**config.mk**
```make
export PLATFORM = sky130hd
export DESIGN_NAME = weighted_group_collapse_core
export DESIGN_NICKNAME = d
export VERILOG_FILES = /design/src/sv/wgc_pkg.sv /design/src/sv/weighted_group_collapse_core.sv /design/src/sv/wgc_ctrl.sv /design/src/sv/wgc_dp.sv
export SDC_FILE = /design/constraint.sdc
export NUM_CORES = 2
export LEC_CHECK = 0
export ABC_AREA = 0
export BUFFER_PORTS_ARGS = -buffer_cell sky130_fd_sc_hd__buf_2
export CORE_ASPECT_RATIO = 0.8
export CORE_MARGIN = 1.5
export CORE_UTILIZATION = 58
export DETAILED_ROUTE_END_ITERATION = 8
export GPL_TIMING_DRIVEN = 0
export PLACE_DENSITY = 0.76
export RECOVER_POWER = 25
export SLEW_MARGIN = 20
export SYNTH_ARGS = -nofsm -noshare
export SYNTH_HDL_FRONTEND = slang
export SYNTH_SLANG_ARGS = --single-unit
```
**constraint.sdc**
```tcl
create_clock -name clk -period 20.1 [get_ports clk]
set_input_delay 3.015 -clock clk [delete_from_list [all_inputs] [get_ports clk]]
set_output_delay 3.015 -clock clk [all_outputs]
set_load 0.02 [all_outputs]
```
**src/sv/wgc_pkg.sv**
```systemverilog
// Package for the weighted group collapse block.
// Holds field widths, input kind codes, controller states and the command/status structs.
// No dependencies.
package wgc_pkg;

	localparam int VAL_W  = 32;
	localparam int VSUM_W = 64;
	localparam int WSUM_W = 48;
	localparam int CNT_W  = 10;
	localparam int KIND_W = 2;
	localparam int DIV_CNT_W = 6;

	typedef enum logic [KIND_W-1:0] {
		KIND_FINE  = 2'd0,
		KIND_CLOSE = 2'd1,
		KIND_EMPTY = 2'd2,
		KIND_NONE  = 2'd3
	} kind_t;

	typedef enum logic [2:0] {
		S_IDLE,
		S_ACC,
		S_CLOSE,
		S_DIV,
		S_FIX,
		S_EMIT
	} state_t;

	typedef struct packed {
		logic load;
		logic acc;
		logic close;
		logic div_step;
		logic fix;
		logic emit;
	} cmd_t;

	typedef struct packed {
		logic raw;
		logic div_done;
		logic out_free;
	} sts_t;

endpackage

```
**src/sv/weighted_group_collapse_core.sv**
```systemverilog
// Top level of the weighted group collapse block.
// Joins the controller (wgc_ctrl) and the datapath (wgc_dp); depends on wgc_pkg.
//
// Input channel: in_valid/in_stall with kind, sample_value, flux_weight. kind 0 adds a
// fine group to the running sums, kind 1 adds one and closes the coarse group, kind 2
// closes the coarse group without adding, kind 3 is dropped.
// Output channel: out_valid/out_stall with collapsed_value, coarse_index, unnormalized,
// saturated; one beat per closed coarse group.
// Configuration: cfg_we/cfg_wdata writes normalize_enable (reset 1); write it only idle.
// Sequencing: the block works on one item at a time. A fine group is multiplied, then
// accumulated. A close then goes to the emit step when the raw sum is emitted, or,
// when the mean is taken, the radix-2 divider retires one quotient bit per cycle over
// 64 bits and a rounding step runs. The result beat shows the cycle after the emit.
// The output register parts the two sides: the next item is accepted while a result
// waits. When out_stall holds a result, the next close waits in its emit step and
// in_stall stays high until the output register frees.
// Reset clears the sums, the group counter and the output valid, and sets normalize on.
module weighted_group_collapse_core #(
	parameter int unsigned MAX_COARSE_GROUPS = 1024
) (
	input  logic                               clk,
	input  logic                               arst_n,
	input  logic                               in_valid,
	output logic                               in_stall,
	input  logic [wgc_pkg::KIND_W-1:0]         kind,
	input  logic signed [wgc_pkg::VAL_W-1:0]   sample_value,
	input  logic signed [wgc_pkg::VAL_W-1:0]   flux_weight,
	input  logic                               cfg_we,
	input  logic                               cfg_wdata,
	output logic                               out_valid,
	input  logic                               out_stall,
	output logic signed [wgc_pkg::VAL_W-1:0]   collapsed_value,
	output logic [wgc_pkg::CNT_W-1:0]          coarse_index,
	output logic                               unnormalized,
	output logic                               saturated
);
	import wgc_pkg::*;

	cmd_t cmd;
	sts_t sts;

	wgc_ctrl u_ctrl (
		.clk      (clk),
		.arst_n   (arst_n),
		.in_valid (in_valid),
		.kind     (kind),
		.in_stall (in_stall),
		.cmd      (cmd),
		.sts      (sts)
	);

	wgc_dp #(
		.MAX_COARSE_GROUPS (MAX_COARSE_GROUPS)
	) u_dp (
		.clk             (clk),
		.arst_n          (arst_n),
		.cmd             (cmd),
		.sts             (sts),
		.sample_value    (sample_value),
		.flux_weight     (flux_weight),
		.cfg_we          (cfg_we),
		.cfg_wdata       (cfg_wdata),
		.out_stall       (out_stall),
		.out_valid       (out_valid),
		.collapsed_value (collapsed_value),
		.coarse_index    (coarse_index),
		.unnormalized    (unnormalized),
		.saturated       (saturated)
	);

endmodule

```
**src/sv/wgc_ctrl.sv**
```systemverilog
// Controller for the weighted group collapse block.
// Sequences accept, accumulate, close, divide, round and emit; drives the datapath by commands.
// Depends on wgc_pkg.
module wgc_ctrl (
	input  logic                        clk,
	input  logic                        arst_n,
	input  logic                        in_valid,
	input  logic [wgc_pkg::KIND_W-1:0]  kind,
	output logic                        in_stall,
	output wgc_pkg::cmd_t               cmd,
	input  wgc_pkg::sts_t               sts
);
	import wgc_pkg::*;

	state_t state_q, state_d;
	logic   close_q;

	always_ff @(posedge clk or negedge arst_n) begin
		if (!arst_n) begin
			state_q <= S_IDLE;
			close_q <= 1'b0;
		end else begin
			state_q <= state_d;
			if (cmd.load) begin
				close_q <= (kind_t'(kind) == KIND_CLOSE);
			end
		end
	end

	always_comb begin
		state_d  = state_q;
		cmd      = '0;
		in_stall = 1'b1;
		case (state_q)
			S_IDLE: begin
				in_stall = 1'b0;
				if (in_valid) begin
					cmd.load = 1'b1;
					case (kind_t'(kind))
						KIND_FINE, KIND_CLOSE: state_d = S_ACC;
						KIND_EMPTY:            state_d = S_CLOSE;
						default:               state_d = S_IDLE;
					endcase
				end
			end
			S_ACC: begin
				cmd.acc = 1'b1;
				state_d = close_q ? S_CLOSE : S_IDLE;
			end
			S_CLOSE: begin
				cmd.close = 1'b1;
				state_d   = sts.raw ? S_EMIT : S_DIV;
			end
			S_DIV: begin
				cmd.div_step = 1'b1;
				if (sts.div_done) begin
					state_d = S_FIX;
				end
			end
			S_FIX: begin
				cmd.fix = 1'b1;
				state_d = S_EMIT;
			end
			S_EMIT: begin
				if (sts.out_free) begin
					cmd.emit = 1'b1;
					state_d  = S_IDLE;
				end
			end
			default: state_d = S_IDLE;
		endcase
	end

endmodule

```
**src/sv/wgc_dp.sv**
```systemverilog
// Datapath for the weighted group collapse block.
// Multiplier, saturating sums, rounding, radix-2 divider, group counter and output register.
// Depends on wgc_pkg.
module wgc_dp #(
	parameter int unsigned MAX_COARSE_GROUPS = 1024
) (
	input  logic                              clk,
	input  logic                              arst_n,
	input  wgc_pkg::cmd_t                     cmd,
	output wgc_pkg::sts_t                     sts,
	input  logic signed [wgc_pkg::VAL_W-1:0]  sample_value,
	input  logic signed [wgc_pkg::VAL_W-1:0]  flux_weight,
	input  logic                              cfg_we,
	input  logic                              cfg_wdata,
	input  logic                              out_stall,
	output logic                              out_valid,
	output logic signed [wgc_pkg::VAL_W-1:0]  collapsed_value,
	output logic [wgc_pkg::CNT_W-1:0]         coarse_index,
	output logic                              unnormalized,
	output logic                              saturated
);
	import wgc_pkg::*;

	localparam int unsigned CNT_SPAN = 1 << CNT_W;
	localparam int unsigned WRAP =
		(MAX_COARSE_GROUPS < CNT_SPAN) ? MAX_COARSE_GROUPS : CNT_SPAN;
	localparam logic [CNT_W-1:0] GRP_LAST = CNT_W'(WRAP - 1);

	localparam logic signed [VSUM_W-1:0] VSUM_MAX = {1'b0, {(VSUM_W-1){1'b1}}};
	localparam logic signed [VSUM_W-1:0] VSUM_MIN = {1'b1, {(VSUM_W-1){1'b0}}};
	localparam logic signed [WSUM_W-1:0] WSUM_MAX = {1'b0, {(WSUM_W-1){1'b1}}};
	localparam logic signed [WSUM_W-1:0] WSUM_MIN = {1'b1, {(WSUM_W-1){1'b0}}};
	localparam logic [VAL_W-1:0] RES_MAX = {1'b0, {(VAL_W-1){1'b1}}};
	localparam logic [VAL_W-1:0] RES_MIN = {1'b1, {(VAL_W-1){1'b0}}};
	localparam logic [VSUM_W-1:0] QMAX_POS = {{(VSUM_W-VAL_W+1){1'b0}}, {(VAL_W-1){1'b1}}};
	localparam logic [VSUM_W-1:0] QMAX_NEG = QMAX_POS + 64'd1;
	localparam int RAW_W = VSUM_W - 16 + 1;

	logic                      norm_q;
	logic signed [VSUM_W-1:0]  prod_s1;
	logic signed [VAL_W-1:0]   wt_s1;
	logic signed [VSUM_W-1:0]  vsum_q;
	logic signed [WSUM_W-1:0]  wsum_q;
	logic                      clip_q;
	logic [CNT_W-1:0]          grp_q;
	logic [VAL_W-1:0]          res_q;
	logic                      raw_q;
	logic                      rclip_q;
	logic                      neg_q;
	logic [VSUM_W-1:0]         quo_q;
	logic [WSUM_W-1:0]         rem_q;
	logic [WSUM_W-1:0]         den_q;
	logic [DIV_CNT_W-1:0]      dcnt_q;
	logic                      out_valid_q;
	logic [VAL_W-1:0]          out_value_q;
	logic [CNT_W-1:0]          out_index_q;
	logic                      out_raw_q;
	logic                      out_sat_q;

	logic [VSUM_W:0]           vsum_wide;
	logic                      vsum_ovf;
	logic signed [VSUM_W-1:0]  vsum_nx;
	logic [WSUM_W:0]           wsum_wide;
	logic                      wsum_ovf;
	logic signed [WSUM_W-1:0]  wsum_nx;
	logic                      raw_now;
	logic [RAW_W-1:0]          raw_q_wide;
	logic                      raw_ok;
	logic [VAL_W-1:0]          raw_res;
	logic [VSUM_W-1:0]         vmag;
	logic [WSUM_W-1:0]         wmag;
	logic [WSUM_W:0]           rem_sh;
	logic [WSUM_W:0]           trial;
	logic                      ge;
	logic                      round_up;
	logic [VSUM_W-1:0]         qr;
	logic                      fix_clip;
	logic [VAL_W-1:0]          fix_res;

	always_comb begin
		vsum_wide = {prod_s1[VSUM_W-1], prod_s1} + {vsum_q[VSUM_W-1], vsum_q};
		vsum_ovf  = vsum_wide[VSUM_W] ^ vsum_wide[VSUM_W-1];
		vsum_nx   = vsum_ovf ? (vsum_wide[VSUM_W] ? VSUM_MIN : VSUM_MAX)
		                     : signed'(vsum_wide[VSUM_W-1:0]);

		wsum_wide = {wsum_q[WSUM_W-1], wsum_q}
		          + {{(WSUM_W-VAL_W+1){wt_s1[VAL_W-1]}}, wt_s1};
		wsum_ovf  = wsum_wide[WSUM_W] ^ wsum_wide[WSUM_W-1];
		wsum_nx   = wsum_ovf ? (wsum_wide[WSUM_W] ? WSUM_MIN : WSUM_MAX)
		                     : signed'(wsum_wide[WSUM_W-1:0]);

		raw_now = !norm_q || (wsum_q == '0);

		raw_q_wide = {vsum_q[VSUM_W-1], vsum_q[VSUM_W-1:16]}
		           + {{(RAW_W-1){1'b0}}, vsum_q[15]};
		raw_ok  = (raw_q_wide[RAW_W-1:VAL_W-1] == '0)
		       || (raw_q_wide[RAW_W-1:VAL_W-1] == '1);
		raw_res = raw_ok ? raw_q_wide[VAL_W-1:0]
		                 : (raw_q_wide[RAW_W-1] ? RES_MIN : RES_MAX);

		vmag = vsum_q[VSUM_W-1] ? (VSUM_W'(0) - vsum_q) : vsum_q;
		wmag = wsum_q[WSUM_W-1] ? (WSUM_W'(0) - wsum_q) : wsum_q;

		rem_sh = {rem_q, quo_q[VSUM_W-1]};
		trial  = rem_sh - {1'b0, den_q};
		ge     = !trial[WSUM_W];

		round_up = ({rem_q, 1'b0} >= {1'b0, den_q});
		qr       = quo_q + {{(VSUM_W-1){1'b0}}, round_up};
		if (neg_q) begin
			fix_clip = (qr > QMAX_NEG);
			fix_res  = fix_clip ? RES_MIN : (VAL_W'(0) - qr[VAL_W-1:0]);
		end else begin
			fix_clip = (qr > QMAX_POS);
			fix_res  = fix_clip ? RES_MAX : qr[VAL_W-1:0];
		end
	end

	always_ff @(posedge clk) begin
		if (cmd.load) begin
			prod_s1 <= sample_value * flux_weight;
			wt_s1   <= flux_weight;
		end
		if (cmd.close) begin
			raw_q <= raw_now;
			if (raw_now) begin
				res_q   <= raw_res;
				rclip_q <= !raw_ok;
			end else begin
				quo_q   <= vmag;
				rem_q   <= '0;
				den_q   <= wmag;
				neg_q   <= vsum_q[VSUM_W-1] ^ wsum_q[WSUM_W-1];
				rclip_q <= 1'b0;
			end
		end
		if (cmd.div_step) begin
			rem_q <= ge ? trial[WSUM_W-1:0] : rem_sh[WSUM_W-1:0];
			quo_q <= {quo_q[VSUM_W-2:0], ge};
		end
		if (cmd.fix) begin
			res_q   <= fix_res;
			rclip_q <= fix_clip;
		end
		if (cmd.emit) begin
			out_value_q <= res_q;
			out_index_q <= grp_q;
			out_raw_q   <= raw_q;
			out_sat_q   <= clip_q | rclip_q;
		end
	end

	always_ff @(posedge clk or negedge arst_n) begin
		if (!arst_n) begin
			norm_q      <= 1'b1;
			vsum_q      <= '0;
			wsum_q      <= '0;
			clip_q      <= 1'b0;
			grp_q       <= '0;
			dcnt_q      <= '0;
			out_valid_q <= 1'b0;
		end else begin
			if (cfg_we) begin
				norm_q <= cfg_wdata;
			end
			if (cmd.acc) begin
				vsum_q <= vsum_nx;
				wsum_q <= wsum_nx;
				clip_q <= clip_q | vsum_ovf | wsum_ovf;
			end else if (cmd.emit) begin
				vsum_q <= '0;
				wsum_q <= '0;
				clip_q <= 1'b0;
			end
			if (cmd.emit) begin
				grp_q <= (grp_q == GRP_LAST) ? '0 : grp_q + CNT_W'(1);
			end
			if (cmd.close) begin
				dcnt_q <= '0;
			end else if (cmd.div_step) begin
				dcnt_q <= dcnt_q + DIV_CNT_W'(1);
			end
			if (cmd.emit) begin
				out_valid_q <= 1'b1;
			end else if (!out_stall) begin
				out_valid_q <= 1'b0;
			end
		end
	end

	assign sts.raw      = raw_now;
	assign sts.div_done = (dcnt_q == '1);
	assign sts.out_free = !out_valid_q || !out_stall;

	assign out_valid       = out_valid_q;
	assign collapsed_value = signed'(out_value_q);
	assign coarse_index    = out_index_q;
	assign unnormalized    = out_raw_q;
	assign saturated       = out_sat_q;

	a_emit_free: assert property (@(posedge clk) disable iff (!arst_n)
		cmd.emit |-> sts.out_free)
		else $error("emit while output register busy");

	a_emit_clears: assert property (@(posedge clk) disable iff (!arst_n)
		cmd.emit |=> (vsum_q == '0) && (wsum_q == '0) && !clip_q)
		else $error("sums not cleared after emit");

	a_div_den: assert property (@(posedge clk) disable iff (!arst_n)
		cmd.close && !sts.raw |=> (den_q != '0))
		else $error("divide started with zero divisor");

	a_div_rem: assert property (@(posedge clk) disable iff (!arst_n)
		cmd.div_step |=> (rem_q < den_q))
		else $error("partial remainder not below divisor");

endmodule
```
==> results.yml <==
sta:
  clock_skew_ps: 19.3
  final_hold_viol_count: 0
  worst-slew-pin-transition_ps: 3890
  worst_slack_ps: 6940
  finalMaxSlewViolations: 138
  min_period_ps: 13160
  tns_ps: 0
  min_period_over_period_pct: 65.5
  grt_setup_unrepaired: "false"
  setup-violations-final: 0
  timing.max_slew.rel_slack_pct: -160
  timing.fmax_ghz: 0.0760
worst_hold_path:
  hold_class: "register to register"
  min_delay_worst_endpoint: "u_dp.collapsed_value[0]"
  min-delay-start: "u_dp.res_q[0]"
  timing.hold.worst_path_depth: 0
die:
  floorplan.rows: 112
  die_area_sq_mm: 0.121
  chipWidth_um: 388
  number_of_placed_i_o_pins: 118
  die_height_um: 311
  core-area_sq_mm: 0.117
  start_util_pct: 58.7
clock_network:
  cts-root-buf: "clkbuf_16"
  cts_inserted_buffers: 47
  cts_tree: "built"
  cts-resized-gates: 0
  ctsLongestPathBuffers: 3
  cts_setup_buffers: 0
  path_clk_slew_ps: 60
  latest_clock_arrival_within_the_worst_skew_pair_ps: 620
  clkSinkCount: 470
  number_of_buffers_inserted_for_hold_repair_after_clock_tree_synthesis: 0
  h-tree-depth: 2
synthesis:
  syn_nets: 9018
  synth_top_flop_cell: "edfxtp_1"
  post_synthesis_mean_instance_area_sq_um: 9.16
  netlist_instances: 7506
  synth_seq_area_share_pct: 19.6
  synth.lib_cells_used.distinct: 86
  synth_enable_flop_cells: 335
  postSynth.asyncResetShare_pct: 28.7
  synth_warnings: 0
  syn_area_sq_mm: 0.0687
  count_of_state_elements_after_synthesis: 470
setup_path:
  maximum_fanout_along_the_worst_path: 10
  timing.reg2reg.worst_path_depth: 27
  worst_flop_to_flop_path_startpoint: "u_dp.rem_q[5]"
  regToRegSetupSlack_ps: 11640
  worst_path_max_delay_cell: "clkinv_1"
  reg2reg_to: "u_dp.res_q[19]"
  critPathMaxStageDelay_ps: 1010
  worst-setup-path-type: "primary input to register"
  cp.required_ps: 20450
  signal_arrival_time_at_the_worst_endpoint_ps: 13510
  endpoint_kind: "register"
  worst_path_most_repeated_cell: "fa_1"
  cp-start-kind: "primary input"
routing:
  vias: 55700
  first_drt_pass_iteration_count: 6
  drtIter0Drc: 5681
  wl_cell_um: 23.7
  drt.antenna.violating_nets: 0
  viasPerCell: 6.01
  drt-total-wl_um: 219000
  route.detailed.drc: 0
placement:
  post-place-ws_ps: 7190
  dp_hpwl_um: 180000
  global_placer_s_final_weighted_congestion: 1.02
  buffer_ports.inserted: 117
grt:
  global_route_wire_length_before_repair_um: 335000
  grt_max_degree: 74
  antenna_found_initial: 17
  grt_pass1_vias: 55900
  globalRoute.totalOverflow: 0
  groute.usage.overall_pct: 36.6
cells_and_area:
  drive_gt1_share_pct: 3.09
  area.growth.synth_to_final_pct: 6.47
  finalNetCount: 9201
run:
  max_cap_viol_count: 2
run_status:
  run_status: "complete, but fails checks"
  failed_checks: "capacitance limit, slew limit"
## kinds of logic after synthesis
family | Yosys count | share of synthesized area (%)
fa+ha+maj | 1450 | 38.2
mux | 24 | 0.359
xor+xnor | 421 | 5.37
buf+inv | 1599 | 8.77
simple gates | 2272 | 16.3
flops | 470 | 19.6
compound gates | 1270 | 11.4
## layout by cell type (no fill, tap or decap), drive strengths merged, types with 134 or more instances in the layout
cell and count:
a21o 138, a21oi 421, and2 546, clkbuf 462, dfrtp 134, edfxtp 335
fa 1085, ha 355, inv 1213, nand2 830, nand3 134, nor2 349
o21ai 338, xnor2 248, xor2 173
## through the flow
step | instances | utilization, % | instance area (sq um) | hold WS [ps]
2_1_floorplan | 7506 | - | 68700 | 400
3_3_place_gp | 9162 | 60.9 | 71200 | 403
3_5_place_dp | 9179 | 61.2 | 71600 | 405
4_1_cts | 9264 | 62.6 | 73200 | 415
5_1_grt | 9268 | 62.5 | 73200 | 422
6_report | 9275 | 62.5 | 73200 | 413
## cells in the mapped netlist (12+ instances only)
| library cell | instances | area share [%] |
|---|---|---|
| and3_1 | 50 | 0.46 |
| or2_2 | 17 | 0.15 |
| a21o_1 | 138 | 1.5 |
| and2_1 | 546 | 5.0 |
| nor2_1 | 349 | 1.9 |
| a31oi_1 | 32 | 0.29 |
| nor2b_1 | 25 | 0.23 |
| fa_1 | 1085 | 32 |
| nand2_1 | 830 | 4.5 |
| and4_1 | 21 | 0.27 |
| edfxtp_1 | 335 | 15 |
| clkbuf_1 | 371 | 2.0 |
| xor2_1 | 173 | 2.2 |
| dfrtp_1 | 134 | 4.9 |
| o21a_1 | 36 | 0.39 |
| o21bai_1 | 33 | 0.36 |
| nor3_1 | 59 | 0.43 |
| nand2b_1 | 47 | 0.43 |
| o22a_1 | 12 | 0.15 |
| o31ai_1 | 45 | 0.49 |
| o221ai_1 | 16 | 0.20 |
| or4_1 | 31 | 0.34 |
| nor4_1 | 32 | 0.29 |
| or3_1 | 39 | 0.35 |
| nand4_1 | 58 | 0.53 |
| xnor2_1 | 248 | 3.2 |
| o21ai_0 | 337 | 2.5 |
| ha_1 | 355 | 6.5 |
| inv_1 | 1209 | 6.6 |
| nand3_1 | 134 | 0.98 |
| o41ai_1 | 21 | 0.27 |
| mux2i_1 | 19 | 0.28 |
| o211ai_1 | 21 | 0.23 |
| a211oi_1 | 29 | 0.32 |
| a21oi_1 | 420 | 3.1 |
| a221o_1 | 15 | 0.22 |
## routing by layer
layer | global-route usage [%] | vias to the layer above | part of all wire (%)
li1 | - | 24600 | -
met1 | 49.4 | 27400 | 40
met2 | 55.2 | 3150 | 43
met3 | 9.30 | 592 | 11
met4 | 18.3 | 10 | 5.8
met5 | 0 | - | 0.029
## worst max-delay path, delay by kind of cell
| kind | cells | cell delay, ps |
|---|---|---|
| fa+ha+maj | 9 | 4520 |
| buf+inv | 5 | 2580 |
| compound gates | 7 | 2120 |
| simple gates | 5 | 1110 |
| xor+xnor | 1 | 140 |
## sequential cells by signal, summed over array words and instances, names as in the netlist, 3 cells and up
| register | flops |
|---|---|
| u_ctrl.state_q | 3 |
| u_dp.coarse_index | 10 |
| u_dp.collapsed_value | 32 |
| u_dp.dcnt_q | 6 |
| u_dp.den_q | 48 |
| u_dp.grp_q | 10 |
| u_dp.prod_s1 | 64 |
| u_dp.quo_q | 64 |
| u_dp.rem_q | 48 |
| u_dp.res_q | 32 |
| u_dp.vsum_q | 64 |
| u_dp.wsum_q | 48 |
| u_dp.wt_s1 | 32 |
## cell type report
type | count | area [sq um]
antenna | 11 | 27.5
buffer | 387 | 1480
clock buffer | 55 | 1260
clock inverter | 30 | 345
fill | 9893 | 43800
inverter | 1212 | 4550
multi-input combinational | 5437 | 49300
sequential | 470 | 13400
tap | 1539 | 1930
timing repair buffer | 134 | 841
## how the worst max path moves through the flow
stage	to	cells past startpoint	from	slack, ps
after global routing	u_dp.prod_s1[63]	27	flux_weight[31]	6810
after global placement	u_dp.prod_s1[58]	29	sample_value[23]	6760
after detailed placement	u_dp.prod_s1[58]	31	flux_weight[5]	7190
after floorplan	u_dp.prod_s1[58]	28	sample_value[31]	9490
after CTS	u_dp.prod_s1[58]	31	flux_weight[5]	7810
final	u_dp.prod_s1[63]	27	flux_weight[31]	6940
Power is left out: the tool's default activity adds up to more than one toggle a clock period on the data nets, which glitch-free logic cannot reach.
